===== config.mk =====
export PLATFORM = sky130hd
export DESIGN_NAME = lfu_block_cache_lookup_unit
export DESIGN_NICKNAME = d
export VERILOG_FILES = /design/src/rtl/lfu_pkg.sv /design/src/rtl/lfu_block_cache_lookup_unit.sv /design/src/rtl/lfu_cfg_regs.sv /design/src/rtl/lfu_slot_mem.sv /design/src/rtl/lfu_lookup_ctrl.sv
export VERILOG_INCLUDE_DIRS = /design/src /design/src/rtl
export SDC_FILE = /design/constraint.sdc
export NUM_CORES = 1
export LEC_CHECK = 0
export BUFFER_PORTS_ARGS = -buffer_cell sky130_fd_sc_hd__buf_2
export CORE_MARGIN = 2
export CORE_UTILIZATION = 40
export DETAILED_ROUTE_END_ITERATION = 7
export SYNTH_ARGS = -nofsm -noshare
export SYNTH_HDL_FRONTEND = slang
export SYNTH_SLANG_ARGS = --single-unit

===== constraint.sdc =====
create_clock -name clk_i -period 5.5 [get_ports clk_i]
set_clock_uncertainty 0.05 [all_clocks]
set_input_delay 0.55 -clock clk_i [delete_from_list [all_inputs] [get_ports clk_i]]
set_output_delay 0.55 -clock clk_i [all_outputs]
set_load 0.01 [all_outputs]

===== src/rtl/lfu_block_cache_lookup_unit_defines.svh =====
// ----------------------------------------------------------------------------
// LFU block cache lookup assertion macros
// Shared assertion helpers for the block cache lookup unit.
// ----------------------------------------------------------------------------
`ifndef LFU_BLOCK_CACHE_LOOKUP_UNIT_DEFINES_SVH
`define LFU_BLOCK_CACHE_LOOKUP_UNIT_DEFINES_SVH

`ifndef ASSERT_OFF
// Checked at every clock edge outside of reset.
`define LFU_ASSERT(lbl, prop, msg) \
  lbl: assert property (@(posedge clk_i) disable iff (!rst_ni) prop) else $error(msg);
// Checked at every clock edge, reset included.
`define LFU_ASSERT_ALWAYS(lbl, prop, msg) \
  lbl: assert property (@(posedge clk_i) prop) else $error(msg);
`else
`define LFU_ASSERT(lbl, prop, msg)
`define LFU_ASSERT_ALWAYS(lbl, prop, msg)
`endif

`endif


===== src/rtl/lfu_pkg.sv =====
`timescale 1ns / 1ps
// ----------------------------------------------------------------------------
// LFU block cache lookup package
// Widths, register indexes, reset values and shared types.
// ----------------------------------------------------------------------------
package lfu_pkg;

  localparam int unsigned BLOCK_W    = 20;
  localparam int unsigned REG_W      = 21;
  localparam int unsigned COUNT_W    = 32;
  localparam int unsigned SLOT_OUT_W = 4;
  localparam int unsigned CFG_IDX_W  = 8;
  localparam int unsigned SLOTS_DEF  = 16;

  localparam logic [CFG_IDX_W-1:0] REG_TOTAL_BLOCKS = 8'd0;
  localparam logic [CFG_IDX_W-1:0] REG_DIRECT_LIMIT = 8'd1;

  localparam logic [REG_W-1:0] TOTAL_BLOCKS_RST = 21'd0;
  localparam logic [REG_W-1:0] DIRECT_LIMIT_RST = 21'd1024;

  typedef struct packed {
    logic [REG_W-1:0] total_blocks;
    logic [REG_W-1:0] direct_limit;
  } cfg_t;

  typedef enum logic [1:0] {
    ST_IDLE,
    ST_CLASS,
    ST_SCAN,
    ST_UPDATE
  } lfu_state_e;

endpackage


===== src/rtl/lfu_block_cache_lookup_unit.sv =====
`timescale 1ns / 1ps
// ----------------------------------------------------------------------------
// LFU block cache lookup unit
// Sorts disk block requests and keeps a least-frequently-used slot table.
// ----------------------------------------------------------------------------
// A request is taken on start with block_number_i at a clock edge where busy
// is low. Exactly one result follows, shown for one cycle with done_o high.
// A bad or directly mapped block raises done_o from a register set at the end
// of the classify state. A table lookup raises done_o after these steps in
// order: classify, one read of the slot memory per slot, the registered read
// data of the last slot, and the write-back. The scan runs in sequence through
// the single read port of the slot memory. busy is low again in the cycle that
// shows done_o, so the next request may be taken at that edge.
// Configuration is written through cfg_valid_i / cfg_ready_o. The user must
// write it only while idle; the block itself does not enforce this. Index 0
// is the block total, index 1 the direct limit, others are ignored.
// Reset empties every slot and loads the register reset values at once.
// The receiver cannot stall: a result must be taken in the cycle it shows.
// ----------------------------------------------------------------------------
`include "lfu_block_cache_lookup_unit_defines.svh"

module lfu_block_cache_lookup_unit #(
  parameter int unsigned SLOTS = lfu_pkg::SLOTS_DEF
) (
  input  logic                            clk_i,
  input  logic                            rst_ni,
  input  logic                            start,
  output logic                            busy,
  input  logic [lfu_pkg::BLOCK_W-1:0]     block_number_i,
  output logic                            done_o,
  output logic                            bad_block_o,
  output logic                            direct_mapped_o,
  output logic                            hit_o,
  output logic [lfu_pkg::SLOT_OUT_W-1:0]  slot_index_o,
  output logic                            evict_valid_o,
  output logic [lfu_pkg::BLOCK_W-1:0]     evicted_block_o,
  input  logic                            cfg_valid_i,
  output logic                            cfg_ready_o,
  input  logic [lfu_pkg::CFG_IDX_W-1:0]   cfg_index_i,
  input  logic [lfu_pkg::REG_W-1:0]       cfg_wdata_i
);

  localparam int unsigned IDX_W = $clog2(SLOTS);

  lfu_pkg::cfg_t               cfg;
  logic                        rd_en, wr_en;
  logic [IDX_W-1:0]            rd_addr, wr_addr;
  logic [lfu_pkg::BLOCK_W-1:0] rd_block, wr_block;
  logic [lfu_pkg::COUNT_W-1:0] rd_count, wr_count;

  lfu_cfg_regs u_cfg (
    .clk_i       (clk_i),
    .rst_ni      (rst_ni),
    .cfg_valid_i (cfg_valid_i),
    .cfg_ready_o (cfg_ready_o),
    .cfg_index_i (cfg_index_i),
    .cfg_wdata_i (cfg_wdata_i),
    .cfg_o       (cfg)
  );

  lfu_slot_mem #(
    .SLOTS (SLOTS)
  ) u_mem (
    .clk_i      (clk_i),
    .rst_ni     (rst_ni),
    .rd_en_i    (rd_en),
    .rd_addr_i  (rd_addr),
    .rd_block_o (rd_block),
    .rd_count_o (rd_count),
    .wr_en_i    (wr_en),
    .wr_addr_i  (wr_addr),
    .wr_block_i (wr_block),
    .wr_count_i (wr_count)
  );

  lfu_lookup_ctrl #(
    .SLOTS (SLOTS)
  ) u_ctrl (
    .clk_i           (clk_i),
    .rst_ni          (rst_ni),
    .start_i         (start),
    .block_number_i  (block_number_i),
    .cfg_i           (cfg),
    .busy_o          (busy),
    .rd_en_o         (rd_en),
    .rd_addr_o       (rd_addr),
    .rd_block_i      (rd_block),
    .rd_count_i      (rd_count),
    .wr_en_o         (wr_en),
    .wr_addr_o       (wr_addr),
    .wr_block_o      (wr_block),
    .wr_count_o      (wr_count),
    .done_o          (done_o),
    .bad_block_o     (bad_block_o),
    .direct_mapped_o (direct_mapped_o),
    .hit_o           (hit_o),
    .slot_index_o    (slot_index_o),
    .evict_valid_o   (evict_valid_o),
    .evicted_block_o (evicted_block_o)
  );

  `LFU_ASSERT(a_one_class, done_o |-> $onehot0({bad_block_o, direct_mapped_o, hit_o}), "result carries more than one class")
  `LFU_ASSERT(a_evict_on_miss, (done_o && evict_valid_o) |-> (!hit_o && !bad_block_o && !direct_mapped_o), "eviction reported outside a miss")
  `LFU_ASSERT(a_busy_after_start, (start && !busy) |=> busy, "accepted transaction did not raise busy")
  `LFU_ASSERT(a_no_write_idle, !busy |-> !wr_en && !rd_en, "slot memory accessed while idle")
  `LFU_ASSERT_ALWAYS(a_single_done, done_o |=> !done_o, "two results in consecutive cycles")

endmodule


===== src/rtl/lfu_cfg_regs.sv =====
`timescale 1ns / 1ps
// ----------------------------------------------------------------------------
// LFU configuration registers
// Holds the block total and the direct mapping limit.
// ----------------------------------------------------------------------------
module lfu_cfg_regs (
  input  logic                           clk_i,
  input  logic                           rst_ni,
  input  logic                           cfg_valid_i,
  output logic                           cfg_ready_o,
  input  logic [lfu_pkg::CFG_IDX_W-1:0]  cfg_index_i,
  input  logic [lfu_pkg::REG_W-1:0]      cfg_wdata_i,
  output lfu_pkg::cfg_t                  cfg_o
);

  lfu_pkg::cfg_t cfg_q;

  assign cfg_ready_o = 1'b1;
  assign cfg_o       = cfg_q;

  // Writes to an unknown index are dropped.
  always_ff @(posedge clk_i or negedge rst_ni) begin
    if (!rst_ni) begin
      cfg_q.total_blocks <= lfu_pkg::TOTAL_BLOCKS_RST;
      cfg_q.direct_limit <= lfu_pkg::DIRECT_LIMIT_RST;
    end else if (cfg_valid_i && cfg_ready_o) begin
      if (cfg_index_i == lfu_pkg::REG_TOTAL_BLOCKS) begin
        cfg_q.total_blocks <= cfg_wdata_i;
      end
      if (cfg_index_i == lfu_pkg::REG_DIRECT_LIMIT) begin
        cfg_q.direct_limit <= cfg_wdata_i;
      end
    end
  end

endmodule


===== src/rtl/lfu_slot_mem.sv =====
`timescale 1ns / 1ps
// ----------------------------------------------------------------------------
// LFU slot table memory
// One-read one-write slot store with registered read data and valid bits.
// ----------------------------------------------------------------------------
module lfu_slot_mem #(
  parameter int unsigned SLOTS = lfu_pkg::SLOTS_DEF,
  localparam int unsigned IDX_W = $clog2(SLOTS)
) (
  input  logic                         clk_i,
  input  logic                         rst_ni,
  input  logic                         rd_en_i,
  input  logic [IDX_W-1:0]             rd_addr_i,
  output logic [lfu_pkg::BLOCK_W-1:0]  rd_block_o,
  output logic [lfu_pkg::COUNT_W-1:0]  rd_count_o,
  input  logic                         wr_en_i,
  input  logic [IDX_W-1:0]             wr_addr_i,
  input  logic [lfu_pkg::BLOCK_W-1:0]  wr_block_i,
  input  logic [lfu_pkg::COUNT_W-1:0]  wr_count_i
);

  logic [lfu_pkg::BLOCK_W-1:0] block_mem [SLOTS];
  logic [lfu_pkg::COUNT_W-1:0] count_mem [SLOTS];
  logic [SLOTS-1:0]            valid_q;
  logic                        rd_valid_q;
  logic [lfu_pkg::BLOCK_W-1:0] rd_block_q;
  logic [lfu_pkg::COUNT_W-1:0] rd_count_q;

  always_ff @(posedge clk_i) begin
    if (wr_en_i) begin
      block_mem[wr_addr_i] <= wr_block_i;
      count_mem[wr_addr_i] <= wr_count_i;
    end
    if (rd_en_i) begin
      rd_block_q <= block_mem[rd_addr_i];
      rd_count_q <= count_mem[rd_addr_i];
    end
  end

  always_ff @(posedge clk_i or negedge rst_ni) begin
    if (!rst_ni) begin
      valid_q    <= '0;
      rd_valid_q <= 1'b0;
    end else begin
      if (wr_en_i) begin
        valid_q[wr_addr_i] <= 1'b1;
      end
      if (rd_en_i) begin
        rd_valid_q <= valid_q[rd_addr_i];
      end
    end
  end

  // A slot never written reads as empty with a zero count.
  assign rd_block_o = rd_valid_q ? rd_block_q : '0;
  assign rd_count_o = rd_valid_q ? rd_count_q : '0;

endmodule


===== src/rtl/lfu_lookup_ctrl.sv =====
`timescale 1ns / 1ps
// ----------------------------------------------------------------------------
// LFU lookup controller
// Classifies a request; for a table lookup, scans the slot table and writes the chosen slot back.
// ----------------------------------------------------------------------------
module lfu_lookup_ctrl #(
  parameter int unsigned SLOTS = lfu_pkg::SLOTS_DEF,
  localparam int unsigned IDX_W = $clog2(SLOTS),
  localparam int unsigned CNT_W = $clog2(SLOTS + 1)
) (
  input  logic                            clk_i,
  input  logic                            rst_ni,
  input  logic                            start_i,
  input  logic [lfu_pkg::BLOCK_W-1:0]     block_number_i,
  input  lfu_pkg::cfg_t                   cfg_i,
  output logic                            busy_o,
  output logic                            rd_en_o,
  output logic [IDX_W-1:0]                rd_addr_o,
  input  logic [lfu_pkg::BLOCK_W-1:0]     rd_block_i,
  input  logic [lfu_pkg::COUNT_W-1:0]     rd_count_i,
  output logic                            wr_en_o,
  output logic [IDX_W-1:0]                wr_addr_o,
  output logic [lfu_pkg::BLOCK_W-1:0]     wr_block_o,
  output logic [lfu_pkg::COUNT_W-1:0]     wr_count_o,
  output logic                            done_o,
  output logic                            bad_block_o,
  output logic                            direct_mapped_o,
  output logic                            hit_o,
  output logic [lfu_pkg::SLOT_OUT_W-1:0]  slot_index_o,
  output logic                            evict_valid_o,
  output logic [lfu_pkg::BLOCK_W-1:0]     evicted_block_o
);

  localparam logic [CNT_W-1:0] SLOTS_C = CNT_W'(SLOTS);
  localparam logic [IDX_W-1:0] LAST_C  = IDX_W'(SLOTS - 1);

  lfu_pkg::lfu_state_e state_q, state_d;

  logic [lfu_pkg::BLOCK_W-1:0]    blk_q;
  logic [CNT_W-1:0]               iss_q;
  logic                           rvalid_q;
  logic [IDX_W-1:0]               radr_q;
  logic                           hit_q;
  logic [IDX_W-1:0]               hit_idx_q;
  logic [lfu_pkg::COUNT_W-1:0]    hit_cnt_q;
  logic [IDX_W-1:0]               min_idx_q;
  logic [lfu_pkg::COUNT_W-1:0]    min_cnt_q;
  logic [lfu_pkg::BLOCK_W-1:0]    min_blk_q;
  logic                           done_q;
  logic                           res_bad_q, res_direct_q, res_hit_q, res_evict_q;
  logic [lfu_pkg::SLOT_OUT_W-1:0] res_slot_q;
  logic [lfu_pkg::BLOCK_W-1:0]    res_evblk_q;

  logic [lfu_pkg::REG_W-1:0] blk_ext;
  logic                      is_bad, is_direct, scan_last;
  logic                      accept, class_done;
  logic [lfu_pkg::COUNT_W-1:0] hit_cnt_inc;

  assign blk_ext   = lfu_pkg::REG_W'(blk_q);
  assign is_bad    = (blk_q == '0) ||
                     ((cfg_i.total_blocks != '0) && (blk_ext >= cfg_i.total_blocks));
  assign is_direct = blk_ext < cfg_i.direct_limit;
  assign scan_last = rvalid_q && (radr_q == LAST_C);
  assign hit_cnt_inc = (hit_cnt_q == '1) ? hit_cnt_q : hit_cnt_q + 1'b1;

  // Next state.
  always_comb begin
    state_d = state_q;
    case (state_q)
      lfu_pkg::ST_IDLE:   if (start_i) state_d = lfu_pkg::ST_CLASS;
      lfu_pkg::ST_CLASS:  state_d = (is_bad || is_direct) ? lfu_pkg::ST_IDLE
                                                          : lfu_pkg::ST_SCAN;
      lfu_pkg::ST_SCAN:   if (scan_last) state_d = lfu_pkg::ST_UPDATE;
      lfu_pkg::ST_UPDATE: state_d = lfu_pkg::ST_IDLE;
      default:            state_d = lfu_pkg::ST_IDLE;
    endcase
  end

  // State outputs.
  always_comb begin
    busy_o     = 1'b1;
    accept     = 1'b0;
    class_done = 1'b0;
    rd_en_o    = 1'b0;
    wr_en_o    = 1'b0;
    case (state_q)
      lfu_pkg::ST_IDLE: begin
        busy_o = 1'b0;
        accept = start_i;
      end
      lfu_pkg::ST_CLASS:  class_done = is_bad || is_direct;
      lfu_pkg::ST_SCAN:   rd_en_o = (iss_q != SLOTS_C);
      lfu_pkg::ST_UPDATE: wr_en_o = 1'b1;
      default: begin
        busy_o = 1'b1;
      end
    endcase
  end

  assign rd_addr_o  = iss_q[IDX_W-1:0];
  assign wr_addr_o  = hit_q ? hit_idx_q : min_idx_q;
  assign wr_block_o = blk_q;
  assign wr_count_o = hit_q ? hit_cnt_inc : lfu_pkg::COUNT_W'(1);

  always_ff @(posedge clk_i or negedge rst_ni) begin
    if (!rst_ni) begin
      state_q  <= lfu_pkg::ST_IDLE;
      iss_q    <= '0;
      rvalid_q <= 1'b0;
      hit_q    <= 1'b0;
      done_q   <= 1'b0;
    end else begin
      state_q  <= state_d;
      rvalid_q <= rd_en_o;
      done_q   <= class_done || wr_en_o;
      if (state_q == lfu_pkg::ST_CLASS) begin
        iss_q <= '0;
        hit_q <= 1'b0;
      end else if (rd_en_o) begin
        iss_q <= iss_q + 1'b1;
      end
      // Table blocks are unique, so at most one slot can match.
      if (rvalid_q && (rd_block_i == blk_q)) begin
        hit_q <= 1'b1;
      end
    end
  end

  always_ff @(posedge clk_i) begin
    if (accept) begin
      blk_q <= block_number_i;
    end
    if (rd_en_o) begin
      radr_q <= rd_addr_o;
    end
    if (rvalid_q) begin
      if (rd_block_i == blk_q) begin
        hit_idx_q <= radr_q;
        hit_cnt_q <= rd_count_i;
      end
      // Strict compare keeps the lowest slot on ties.
      if ((radr_q == '0) || (rd_count_i < min_cnt_q)) begin
        min_idx_q <= radr_q;
        min_cnt_q <= rd_count_i;
        min_blk_q <= rd_block_i;
      end
    end
    if (class_done) begin
      res_bad_q    <= is_bad;
      res_direct_q <= !is_bad;
      res_hit_q    <= 1'b0;
      res_slot_q   <= '0;
      res_evict_q  <= 1'b0;
      res_evblk_q  <= '0;
    end else if (wr_en_o) begin
      res_bad_q    <= 1'b0;
      res_direct_q <= 1'b0;
      res_hit_q    <= hit_q;
      res_slot_q   <= lfu_pkg::SLOT_OUT_W'(wr_addr_o);
      res_evict_q  <= !hit_q && (min_blk_q != '0);
      res_evblk_q  <= hit_q ? '0 : min_blk_q;
    end
  end

  assign done_o          = done_q;
  assign bad_block_o     = res_bad_q;
  assign direct_mapped_o = res_direct_q;
  assign hit_o           = res_hit_q;
  assign slot_index_o    = res_slot_q;
  assign evict_valid_o   = res_evict_q;
  assign evicted_block_o = res_evblk_q;

endmodule

==> results.md, run 1 <==
Run status:
- The run finished with clean final reports.

Global routing:
- The number of antenna violations at the first check in global routing is 2.
- For this run, the total global-route usage over all layers was measured as 18.2%.
- The global-route congestion overflow total is 0.
- The first global-routing pass estimated 150 mm of wire.
- Entering global routing, the biggest net connects 125 pins.
- The number of global-route vias before repair is 22800.

Finish:
- The filler cell count in the final layout is 9008.
- The net count of the finished layout is 2536.
- Registers take 32400 um2.
- Summing all multi-input logic gate instances after layout gives 10700 um2.
- 0 antenna diodes ended up in the layout.
- The area overhead of the layout relative to synthesis is 14.4%.
- The count of cells in the finished layout, fillers not included, comes to 3919.
- In the layout the commonest cells are 1002 x sky130_fd_sc_hd__edfxtp_1, 265 x sky130_fd_sc_hd__mux4_2, 110 x sky130_fd_sc_hd__clkbuf_16, 94 x sky130_fd_sc_hd__inv_1, 82 x sky130_fd_sc_hd__buf_2.
- Leaving out fill and tap cells, the most frequent cell in the layout is sky130_fd_sc_hd__edfxtp_1.
- In the final layout, the share of cells above drive strength 1 is 25.9%.

Clock network:
- Post-CTS timing repair inserted 0 buffers for setup.
- The clock-pin slew on the worst setup and hold paths is 0.06 ns.
- Counting every sink on the clock net gives 1097.
- Clock latency on the worst-skew pair, taken at its later pin, is 0.68 ns.
- In this run the clock root is driven by a sky130_fd_sc_hd__clkbuf_16.
- The number of buffers inserted during clock tree synthesis is 108.
- CTS built an H-tree with a depth of 3.
- The clock tree from TritonCTS is built.
- After clock tree synthesis, the repair step resized 0 gates.
- In this run the deepest clock path goes through 3 buffers.
- Buffers inserted to repair hold after CTS numbered 20.

Die:
- In this run the vertical extent of the chip is 335 um.
- The total core area is 109000 um2.
- From left edge to right edge, the die measures 335 um.
- The number of top-level pins is 84.
- The full die area is 112000 um2.
- For this configuration, the core starts out at a cell density of 40.3%.
- The number of placement rows is 121.

Timing:
- The number of pins with negative max-slew slack in the final report is 0.
- The worst path needs 3.95 ns of the cycle, external delays included.
- The peak clock frequency supported by timing is 253 MHz.
- For the pin with the worst max-slew slack, the measured transition is 1.35 ns.
- Setup violations remaining at the end of the flow were counted as 0.
- The total negative slack is 0 ns.
- Of the available clock period, the critical path in the final layout requires 71.9%.
- Measured against its own limit, the worst slew margin works out to 10.0%.
- Setup repair after global routing left no endpoint under its margin.
- The number of hold-slack violations in the final timing report is 0.
- Across all setup checks in the final design, the least slack found is 1.55 ns.

Detailed routing:
- For this block, the via count after detailed routing is 21900.
- The count of TritonRoute iterations in the first routing pass is 5.
- The via count normalized by instance count is 5.58.
- The routed design has 101 mm of wire.
- The count of nets left with antenna violations after detail routing is 0.
- The number of violations reported at the end of detailed-routing iteration 0 is 2365.
- After detailed routing, the average wire length per cell comes to 25.7 um.
- The post-route DRC violation count is 0.

Critical path:
- The setup path with the least slack is of type flop to flop.
- The cell type with the highest occurrence count on the critical path is sky130_fd_sc_hd__buf_4.
- Of all nets on the critical path, the largest fanout is 27.
- The critical path capture point type is a flop.
- For the worst flop-to-flop path, the logic depth is 6.
- STA puts the critical path data required time at 5.79 ns.
- The kind of launch point of the worst setup path is a flop.
- The endpoint arrival time on the critical path is 4.24 ns.
- The library cell contributing the largest single delay on the critical path is sky130_fd_sc_hd__dfrtp_1.
- The signal on the critical path passes through inv_1 -> nor3_1 -> o21ai_0 -> buf_4 -> nor2_4 -> buf_4.
- For this run, the slowest stage of the critical path takes 0.97 ns.

Synth:
- The sequential share of the synthesized area is 74.0%.
- Synthesis produced 2244 cells.
- The synthesized area is 43700 um2.
- The most area-hungry cell type in the Yosys netlist is sky130_fd_sc_hd__edfxtp_1.
- After synthesis, the largest area contributor takes up 68.9% of total cell area.
- The synthesized area per cell is 19.5 um2.
- In the post-synthesis netlist, the biggest area contributors are sky130_fd_sc_hd__edfxtp_1 69%, sky130_fd_sc_hd__mux4_2 14%, sky130_fd_sc_hd__dfrtp_1 3.9%.
- The number of synthesis warnings is 0.
- Among all flip-flop cells after synthesis, the most frequent one is sky130_fd_sc_hd__edfxtp_1.
- The count of distinct cell types in the synthesized netlist is 72.
- Counting flops and latches in the post-synthesis netlist gives 1097.
- The fraction of registers with async set/reset is 6.29%.
- The post-synth net total is 2370.
- The synthesized design contains 1002 enable-type register cells.

Pwr:
- The static power due to leakage is 17.4 nW.
- Dividing total power by cell area gives a power density of 451 nW/um2.
- Summing internal, switching and leakage power gives 22.6 mW.
- The maximum ir drop on the vdd rail is 0.368 mV.

Placed design:
- The routability congestion estimate from global placement is 0.839.
- The placement-stage worst setup slack is 1.60 ns.
- Once placement completed, the tool counted placed cells totaling 3694.
- The number of input and output port buffers inserted is 82.
- Summed over all nets, the half-perimeter wirelength after detailed placement is 58.8 mm.

Worst hold path:
- The type of the most critical hold path is input port to flop.
- The worst hold path was traced through 3 stages.

Run:
- The number of violations of the max-capacitance limit is 0.
-- worst max-delay path: cells and delay by family (launching register included) --
kind | cells | cell delay [ns]
DFF | 1 | 0.97
and+or+nand+nor | 2 | 1.15
buffers and inverters | 3 | 1.28
AOI/OAI and AO/OA | 1 | 0.15
-- cell families after synthesis --
| family | Yosys count | synth area share [%] |
|---|---|---|
| AO/OA/AOI/OAI | 192 | 2.72 |
| XOR/XNOR | 24 | 0.481 |
| adder cells (fa/ha/maj) | 73 | 2.09 |
| buffers and inverters | 194 | 1.79 |
| flip-flops | 1097 | 74.0 |
| multiplexers | 295 | 14.4 |
| other | 1 | 0.00858 |
| AND/OR/NAND/NOR | 368 | 4.50 |
-- power breakdown --
group	switching (mW)	leakage (nW)	internal, mW
Clock	3.11	1.76	4.29
Sequential	0.775	11.0	10.1
Combinational	2.23	4.64	2.08
-- state kept, by name, indices dropped and copies added (netlist names), 4 cells and up, named ones only --
signal,count
u_ctrl.hit_idx_q,4
u_cfg.cfg_o,42
u_mem.count_mem,512
u_mem.valid_q,16
u_ctrl.evicted_block_o,20
u_mem.rd_count_q,32
u_mem.block_mem,320
u_ctrl.min_idx_q,4
u_ctrl.iss_q,5
u_ctrl.hit_cnt_q,32
u_ctrl.min_blk_q,20
u_mem.rd_block_q,20
u_ctrl.min_cnt_q,32
u_ctrl.radr_q,4
u_ctrl.wr_block_o,20
u_ctrl.slot_index_o,4
-- area by class of cell --
| class | instances | share of cell area [%] |
|---|---|---|
| Sequential cell | 1097 | 64.7 |
| Timing Repair Buffer | 155 | 2.34 |
| Multi-Input combinational cell | 953 | 21.5 |
| Tap cell | 1414 | 3.54 |
| Inverter | 95 | 0.716 |
| Clock inverter | 66 | 1.24 |
| Clock buffer | 139 | 5.95 |
-- per-stage QoR --
step / hold slack, ns / util (%) / cell area [um2]
3_3_place_gp: 0.394 / 42.5 / 46200
5_1_grt: 0.0420 / 46.0 / 50000
6_report: 0.0590 / 46.0 / 50000
4_1_cts: 0.0162 / 46.0 / 50000
3_5_place_dp: 0.398 / 42.5 / 46200
2_1_floorplan: 0.204 / - / 43700
-- Yosys cell counts, types with 5 or more instances --
cell type and instances:
sky130_fd_sc_hd__o21ai_0 56, sky130_fd_sc_hd__xor2_1 7, sky130_fd_sc_hd__and2_1 53, sky130_fd_sc_hd__mux2_2 23, sky130_fd_sc_hd__nand3_1 24, sky130_fd_sc_hd__a21oi_1 67, sky130_fd_sc_hd__or3_1 5, sky130_fd_sc_hd__nand2_1 64
sky130_fd_sc_hd__dfrtp_1 68, sky130_fd_sc_hd__nor4_1 16, sky130_fd_sc_hd__or2_2 18, sky130_fd_sc_hd__clkbuf_1 67, sky130_fd_sc_hd__buf_2 17, sky130_fd_sc_hd__nand2b_1 9, sky130_fd_sc_hd__mux4_2 265, sky130_fd_sc_hd__nand4_1 20
sky130_fd_sc_hd__and3_1 27, sky130_fd_sc_hd__edfxtp_1 1002, sky130_fd_sc_hd__buf_1 10, sky130_fd_sc_hd__nor2b_1 7, sky130_fd_sc_hd__a21o_1 12, sky130_fd_sc_hd__nor2_1 65, sky130_fd_sc_hd__ha_1 73, sky130_fd_sc_hd__o31ai_1 5
sky130_fd_sc_hd__xnor2_1 17, sky130_fd_sc_hd__nor3_1 37, sky130_fd_sc_hd__mux2i_1 7, sky130_fd_sc_hd__dfxtp_1 26, sky130_fd_sc_hd__inv_1 95, sky130_fd_sc_hd__a211oi_1 7
-- path summary, 6_finish.rpt --
check	from	end	slack (ns)
min reg2reg	u_mem.valid_q[13]$_DFFE_PN0P_	u_mem.valid_q[13]$_DFFE_PN0P_	0.41
max in group asynchronous	rst_ni	u_ctrl.iss_q[2]$_DFFE_PN0P_	4.57
max	u_ctrl.hit_q$_DFFE_PN0P_	u_mem.count_mem[12][13]$_DFFE_PP_	1.55
max reg2reg	u_ctrl.hit_q$_DFFE_PN0P_	u_mem.count_mem[12][13]$_DFFE_PP_	1.55
min in group asynchronous	rst_ni	u_cfg.cfg_o[2]$_DFFE_PN0P_	0.07
min	cfg_wdata_i[11]	u_cfg.cfg_o[32]$_DFFE_PN0P_	0.06
-- routing by layer --
metal  routed length (um)  track usage [%]  part of all wire (%)  up-vias
li1                     -                -                     -     9396
met1                43900             26.0                    44    11600
met2                47400             28.5                    47      773
met3                 7150             3.74                   7.1      158
met4                 2430             4.94                   2.4        2
met5                   13                0                 0.013        -
No activity file was read; power rests on OpenSTA's default activity.
==> run 2, diff against run 1 <==
- ABC_AREA: default -> 1
- clock period: 5.5 -> 3.5 ns (I/O delays scaled with it)
==> run 2 against run 1 <==
Against the previous run:
- area after synthesis increased by 2.2%
- sequential share of layout area down 1.4 points
- synthesized cell count is 59% higher
- register-to-register slack worse by 1.2 ns
- via count up 31%
- critical path depth rose by 2
- maximum frequency rose by 25%
- hold slack improved by 0.14 ns
- global-route usage increased by 1.9 points
- flip-flop and latch count is the same
- first-iteration DRC count increased by 16%
- die area increased by 2.2%
- largest cell class unchanged
- largest power group unchanged
==> results.md, run 2 <==
Run status:
- The flow ran to the end, and the final reports show no timing, DRC or antenna violations.

Critical path:
- Together, buffers and inverters on the worst path number 2.
- STA classifies the critical path startpoint as a flop.
- The depth of the worst register-to-register path is 8.
- The worst setup slack for register-to-register paths is 0.34 ns.
- The reg-to-reg startpoint is u_mem.rd_valid_q$_DFFE_PN0P_.
- The critical path goes through buf_4 -> nand2_1 -> xor2_1 -> nand2_1 -> nor4_1 -> nand2_1 -> nor2_4 -> buf_4.
- The largest individual stage delay along the critical path comes from the cell sky130_fd_sc_hd__dfrtp_2.
- The family of cells with the greatest summed delay on the critical path is buffers and inverters.
- The critical path capture point type is a flop.
- For the worst setup path, the data arrival time is 3.42 ns.
- The cell type with the highest occurrence count on the critical path is sky130_fd_sc_hd__nand2_1.
- In this run the worst path has a maximum fanout of 36.
- For the worst setup path, the data required time is 3.76 ns.
- The worst flop-to-flop path endpoint is u_ctrl.hit_cnt_q[16]$_DFFE_PP_.
- The largest incremental delay on the critical path is 0.84 ns.
- The type of the worst setup path is flop to flop.

Synth:
- The sequential share of the synthesized area is 72.4%.
- By count the netlist is led by 1002 x sky130_fd_sc_hd__edfxtp_1, 519 x sky130_fd_sc_hd__nor2_1, 504 x sky130_fd_sc_hd__o21ai_0.
- The flip-flop and latch count after synthesis is 1097.
- In this run the biggest area consumer among cell types represents 67.4% of the synthesized area.
- The number of flops mapped to enable cells by yosys is 1002.
- After synthesis, the netlist uses 53 different library cells.
- Among all flip-flop cells after synthesis, the most frequent one is sky130_fd_sc_hd__edfxtp_1.
- The Yosys step of the flow raised 0 warnings.
- The synthesized instance count is 3574.
- The post-synth net total is 3700.
- sky130_fd_sc_hd__edfxtp_1 is the most common cell in the netlist.
- The synthesized area is 44700 um2.
- By area the synthesized netlist is led by sky130_fd_sc_hd__edfxtp_1 67%, sky130_fd_sc_hd__o21ai_0 5.6%, sky130_fd_sc_hd__nor2_1 4.4%.
- After synthesis, the share of flip-flops with an asynchronous set or reset is 6.29%.
- The most area-hungry cell type in the Yosys netlist is sky130_fd_sc_hd__edfxtp_1.
- The synthesized area per cell is 12.5 um2.

Clock network:
- CTS built an H-tree with a depth of 3.
- After clock tree synthesis, the clock-pin slew on the worst setup and hold paths is 0.06 ns.
- The clock tree from TritonCTS is built.
- Counting along the longest clock path gives a buffer depth of 3.
- The root buffer cell chosen for the clock tree is sky130_fd_sc_hd__clkbuf_16.
- The clock network latency to the later pin of the worst-skew pair is 0.69 ns.
- Counting the buffers created by CTS gives 109.
- The CTS sink count is 1097.

Finish:
- The library cell used most frequently in the layout, excluding fill and tap cells, is sky130_fd_sc_hd__edfxtp_1.
- The flip-flop count of the largest register after layout is 512.
- The top cell types in the final layout, fill and taps aside, are 1002 x sky130_fd_sc_hd__edfxtp_1, 504 x sky130_fd_sc_hd__o21ai_0, 499 x sky130_fd_sc_hd__nor2_1, 366 x sky130_fd_sc_hd__nand2_1, 234 x sky130_fd_sc_hd__inv_1.
- Counting flops per register, the top entry is u_mem.count_mem.
- The final layout net count is 3826.
- The filler cell count in the final layout is 9894.
- In the final layout, the share of cells above drive strength 1 is 10.1%.
- The count of cells in the finished layout, fillers not included, comes to 5280.
- The final design area excluding fillers is 51100 um2.
- 0 antenna diodes ended up in the layout.
- The area overhead of the layout relative to synthesis is 14.4%.

Detailed routing:
- The aggregate routed wire length is 117 mm.
- Detailed routing inserted a total of 28700 vias.
- In the routed design, unresolved DRC markers number 0.
- Once detail routing completed, the nets flagged for antenna violations numbered 0.
- The wire length per cell after detailed routing is 22.2 um.
- In the routed layout, each cell is associated on average with a via count of 5.44.
- After the first detailed-routing iteration, the DRC count stood at 2733.
- The first detailed-routing pass took 5 iterations.

Timing:
- The number of hold-slack violations in the final timing report came to 0.
- The number of pins with negative max-slew slack in the final report is 0.
- Of the available clock period, the critical path in the final layout requires 90.2%.
- The actual slew at the worst max-slew pin is 1.04 ns.
- The peak clock frequency supported by timing is 317 MHz.
- The total of endpoints with negative setup slack in the final report is 0.
- The worst path needs 3.16 ns of the cycle, external delays included.
- Headroom to the max-slew limit came out at 30.4%.
- Setup repair after global routing left no endpoint under its margin.

Run:
- The number of violations of the max-capacitance limit is 0.

Global routing:
- The total routing usage reported by global routing is 20.1%.
- The first global-routing pass estimated 175 mm of wire.
- Entering global routing, the biggest net connects 205 pins.
- The number of antenna violations at the first check in global routing is 1.
- The global-route congestion overflow total is 0.
- The number of global-route vias before repair is 28200.

Placed design:
- After legalization and detailed placement, the total HPWL measured 62.8 mm.
- The total cell area at the placement stage is 47200 um2.
- The number of cells in the design after placement is 5034.
- During placement, the flow inserted port buffers numbering 82.
- At the end of routability-driven placement, the weighted congestion stood at 0.901.

Die:
- The die height is 338 um.
- The die is 338 um wide.
- The initial cell density of the core is 40.4%.
- The die covers 114000 um2.
- The number of placement rows is 122.
- The floorplan step defined a core boundary enclosing 111000 um2.
- 84 I/O pins were placed.

Pwr:
- The analysis attributes to cell leakage a power of 18.4 nW.
- VDD sags by at most 0.800 mV.
- In this run the power density over the cells is 727 nW/um2.

Worst hold path:
- The type of the most critical hold path is input port to asynchronous set/reset pin.
## run 2: cell count changes in the layout (fill, tap and decap cells not counted), sizes merged, moves of 73 or more
cell	delta
inv	+144
mux4	-265
nand2	+306
nand3	+73
nor2	+457
o21ai	+452
o221ai	+76
o22ai	+137
## run 2: final cells by class
class                      count  area, um2  share of cell area [%]
clock buffer                 139       2900                    5.68
multi-input combinational   2037      10700                    21.0
clock inverter                64        559                    1.09
sequential                  1097      32400                    63.3
inverter                     240        915                    1.79
timing repair buffer         215       1810                    3.54
tap                         1488       1860                    3.64
## run 2: worst max-delay path by stage
stage,end,cells after the start,slack [ns],from
floorplan,u_mem.block_mem[8][0]$_DFFE_PP_,6,-0.24,u_ctrl.hit_q$_DFFE_PN0P_
global placement,u_ctrl.hit_cnt_q[1]$_DFFE_PP_,8,0.48,u_mem.rd_valid_q$_DFFE_PN0P_
detailed placement,u_ctrl.hit_cnt_q[2]$_DFFE_PP_,8,0.41,u_mem.rd_valid_q$_DFFE_PN0P_
CTS,u_ctrl.hit_cnt_q[2]$_DFFE_PP_,8,0.40,u_mem.rd_valid_q$_DFFE_PN0P_
global route,u_ctrl.hit_cnt_q[18]$_DFFE_PP_,8,0.19,u_mem.rd_valid_q$_DFFE_PN0P_
finish,u_ctrl.hit_cnt_q[16]$_DFFE_PP_,8,0.34,u_mem.rd_valid_q$_DFFE_PN0P_
## run 2: report_power, final
group	switching, mW	internal (mW)	leakage, nW
Combinational	6.30	2.72	6.04
Sequential	0.831	15.9	10.7
Clock	4.91	6.51	1.70
Total	12.0	25.1	18.4
## run 2: cell families (layout without fill, tap and decap cells)
group | Yosys count | count (layout) | synth area share [%]
AO/OA/AOI/OAI | 859 | 859 | 11.1
flip-flops | 1097 | 1097 | 72.4
multiplexers | 1 | 1 | 0.0224
XOR/XNOR | 33 | 33 | 0.647
AND/OR/NAND/NOR | 1070 | 1070 | 9.83
buffers and inverters | 440 | 658 | 3.99
other | 1 | 1 | 0.00840
adder cells (fa/ha/maj) | 73 | 73 | 2.05
## run 2: through the flow
step	total power, mW	TNS, ns	worst slack (ns)	hold slack (ns)	util [%]
floorplan	22.8	-168.06	-0.243	0.00441	-
global placement	25.9	0	0.479	0.372	42.7
detailed placement	26.0	0	0.406	0.372	42.7
CTS	37.4	0	0.397	0.155	46.2
global route	39.0	0	0.194	0.239	46.2
finish	37.2	0	0.342	0.198	46.2
## run 2: timing repair
item,CTS,global route
hold endpoints to repair,108,0
buffers inserted,0,0
hold buffers,43,0
resized for setup,0,0
## run 2: routing by layer
| metal | track usage [%] | routed length (um) |
|---|---|---|
| met3 | 2.90 | 7060 |
| met2 | 33.4 | 56600 |
| met5 | 0 | 0 |
| met1 | 26.6 | 49400 |
| met4 | 7.87 | 4320 |
==> run 3, diff against run 2 <==
- clock period: 3.5 -> 3.3 ns (I/O delays scaled with it)
==> run 3 against run 2 <==
Against the previous run:
- register-to-register slack gained 0.09 ns
- largest power group unchanged
- sequential power increased by 6%
- combinational power increased by 11%
- hold slack worse by 0.037 ns
- total power up 7.4%
- final cell count is 0.57% higher
- core utilization rose by 0.40 points
- clock power is 8% higher
- largest cell class unchanged
- highest routed layer unchanged
==> results.md, run 3 (same netlist as run 2, synthesis figures left out) <==
Pwr:
- Of the total power, the share spent switching nets is 32.6%.
- The part of the total power dissipated in the clock network is 30.7%.
- Registers are responsible for 44.2% of the overall power.
- Dividing total power by cell area gives a power density of 775 nW/um2.
- The net load switching power is 13.0 mW.
- Across the VDD grid, the largest voltage drop is 0.590 mV.
- The total internal power is 26.9 mW.
- The fraction of power consumed by combinational cells is 25.1%.
- The power consumption is 39.9 mW.
- The static power due to leakage is 18.6 nW.

Placed design:
- Port buffering added 82 buffers.
- The routability congestion estimate from global placement is 0.855.
- Once placement finished, the instance area stood at 47600 um2.
- Once detailed placement completed, the half-perimeter wirelength came to 64.4 mm.

Detailed routing:
- Dividing the detail-routed wire length by the instance count gives 21.7 um.
- The routed design has 115 mm of wire.
- In the routed layout, each cell is associated on average with a via count of 5.40.
- The count of nets left with antenna violations after detail routing is 0.
- Across all layers, the routed design uses 28700 vias.
- The number of violations reported at the end of detailed-routing iteration 0 is 3090.
- The first TritonRoute pass finished after 5 iterations.
- After detailed routing, the number of remaining DRC violations is 0.

Clock network:
- The number of buffers on the longest clock path is 3.
- The root cell of the clock tree is sky130_fd_sc_hd__clkbuf_16.
- TritonCTS built the clock tree.
- The number of levels the H-tree was split into is 3.
- Post-CTS timing repair inserted 0 buffers for setup.
- After clock tree synthesis, the clock-pin slew on the worst setup and hold paths is 0.06 ns.
- Clock latency on the worst-skew pair, taken at its later pin, is 0.72 ns.
- The CTS sink count is 1097.
- The number of buffers inserted during clock tree synthesis is 111.

Finish:
- Cells fill 46.6% of the core in the end.
- Ranked by flip-flop count, first place goes to u_mem.count_mem.
- The area used by multi-input combinational logic is 10700 um2.
- Registers take 32400 um2.
- The top cell types in the final layout, fill and taps aside, are 1002 x sky130_fd_sc_hd__edfxtp_1, 504 x sky130_fd_sc_hd__o21ai_0, 499 x sky130_fd_sc_hd__nor2_1, 366 x sky130_fd_sc_hd__nand2_1, 234 x sky130_fd_sc_hd__inv_1.
- The flip-flop count of the largest register after layout is 512.
- The count of inserted antenna diode cells is 0.
- The filler cell count in the final layout is 9806.
- After the last flow step, the layout net total stands at 3854.
- The final design area excluding fillers is 51500 um2.
- The area overhead of the layout relative to synthesis is 15.4%.
- The fraction of layout instances using a drive strength above 1 is 10.7%.
- Leaving out fill and tap cells, the most frequent cell in the layout is sky130_fd_sc_hd__edfxtp_1.

Worst hold path:
- The type of the most critical hold path is input port to flop.

Global routing:
- For this run the aggregate overflow at the end of global routing stands at 0.
- The number of global-route vias before repair came to 28400.
- Entering global routing, the biggest net connects 127 pins.
- The first global-routing pass estimated 175 mm of wire.
- The number of antenna violations at the first check in global routing came to 1.
- The total routing usage reported by global routing is 19.8%.

Timing:
- The tightest slew margin relative to the limit is 33.7%.
- The total negative slack is 0 ns.
- The number of pins with negative max-slew slack in the final report was 0.
- Setup violations remaining at the end of the flow were counted as 0.
- The final period utilization is 86.9%.
- At the pin with the least slew margin, the transition time is 0.994 ns.
- The final critical path time including I/O delays and setup is 2.87 ns.
- The number of hold-slack violations in the final timing report is 0.
- Setup repair after global routing left no endpoint under its margin.
- The peak clock frequency supported by timing is 349 MHz.
- Hold is met by 0.161 ns.

Critical path:
- The endpoint arrival time on the critical path is 3.19 ns.
- By startpoint and endpoint, the worst setup path is classified as flop to flop.
- The kind of launch point of the worst setup path is a flop.
- The maximum fanout along the worst path is 24.
- STA classifies the critical path endpoint as a flop.
- The required time of the critical path is 3.62 ns.

Die:
- After floorplanning, the core was sized to cover 111000 um2.
- The number of placement rows is 122.
- The initial cell density of the core is 40.4%.
- The die height is 338 um.
- The number of top-level pins is 84.
- The overall die width is 338 um.
- The full die area is 114000 um2.

Run status:
- The flow ran to the end, and the final reports show no timing, DRC or antenna violations.

Run:
- The number of violations of the max-capacitance limit is 0.
[run 3: cell types whose count changed in the layout (fill, tap and decap cells not counted), sizes merged]
cell	change
clkinv	+4
bufinv	-2
buf	+26
clkinvlp	-2
clkbuf	+4
[run 3: path summary, 6_finish.rpt]
kind                                               start                             to  slack, ns  cells after the start
max in group asynchronous                         rst_ni    u_ctrl.iss_q[0]$_DFFE_PN0P_       2.19                      2
hold reg to reg            u_mem.valid_q[10]$_DFFE_PN0P_  u_mem.valid_q[10]$_DFFE_PN0P_       0.41                      1
hold / removal                            cfg_index_i[0]    u_cfg.cfg_o[10]$_DFFE_PN1P_       0.16                      5
setup / recovery            u_mem.rd_valid_q$_DFFE_PN0P_  u_ctrl.min_blk_q[4]$_DFFE_PP_       0.43                     12
min in group asynchronous                         rst_ni    u_cfg.cfg_o[31]$_DFFE_PN0P_       0.28                      2
setup reg to reg            u_mem.rd_valid_q$_DFFE_PN0P_  u_ctrl.min_blk_q[4]$_DFFE_PP_       0.43                     12
[run 3: through the flow]
stage	instances	setup WS (ns)
2_1_floorplan	3574	-0.443
3_3_place_gp	5060	0.437
3_5_place_dp	5060	0.432
4_1_cts	5310	0.411
5_1_grt	5310	0.165
6_report	5310	0.432
[run 3: what timing repair did]
| item | 4_1_cts | 5_1_grt |
|---|---|---|
| endpoints found under the hold margin | 131 | 0 |
| endpoints found under the setup margin | 0 | 0 |
| hold buffers | 43 | 0 |
| resized for setup | 0 | 0 |
[run 3: layout make-up]
cell class,count,share of cell area (%)
inverters,240,1.77
flip-flops and latches,1097,62.8
well taps,1488,3.61
clock inverters,64,1.11
clock buffers,143,5.76
repair buffers,241,4.20
multi-input cells,2037,20.8
[run 3: critical path, stage by stage (launching register included)]
cell and delay (ns):
sky130_fd_sc_hd__dfrtp_2 0.65, sky130_fd_sc_hd__buf_4 0.26, sky130_fd_sc_hd__nand2_1 0.07, sky130_fd_sc_hd__inv_1 0.09, sky130_fd_sc_hd__ha_1 0.25, sky130_fd_sc_hd__a21oi_1 0.15
sky130_fd_sc_hd__o21ai_0 0.10, sky130_fd_sc_hd__nand2_1 0.06, sky130_fd_sc_hd__o211ai_1 0.07, sky130_fd_sc_hd__nor2_1 0.11, sky130_fd_sc_hd__nand2_1 0.12, sky130_fd_sc_hd__a21oi_4 0.18
sky130_fd_sc_hd__buf_4 0.35
[run 3: power groups by stage]
| stage | Combinational, mW | Clock (mW) | Sequential [mW] |
|---|---|---|---|
| after floorplan | 6.51 | 0 | 17.7 |
| after global placement | 9.89 | 0 | 17.9 |
| after detailed placement | 9.97 | 0 | 17.9 |
| after CTS | 10.1 | 12.5 | 17.7 |
| after global routing | 11.2 | 13.0 | 17.8 |
| final | 10.0 | 12.3 | 17.7 |
[run 3: per-layer routing]
layer  wire [um]  share of wire [%]  GRT usage [%]
met5           0                  0              0
met4        3160                2.7           6.05
met3        5860                5.1           2.39
met2       56500                 49           33.5
met1       49600                 43           26.8
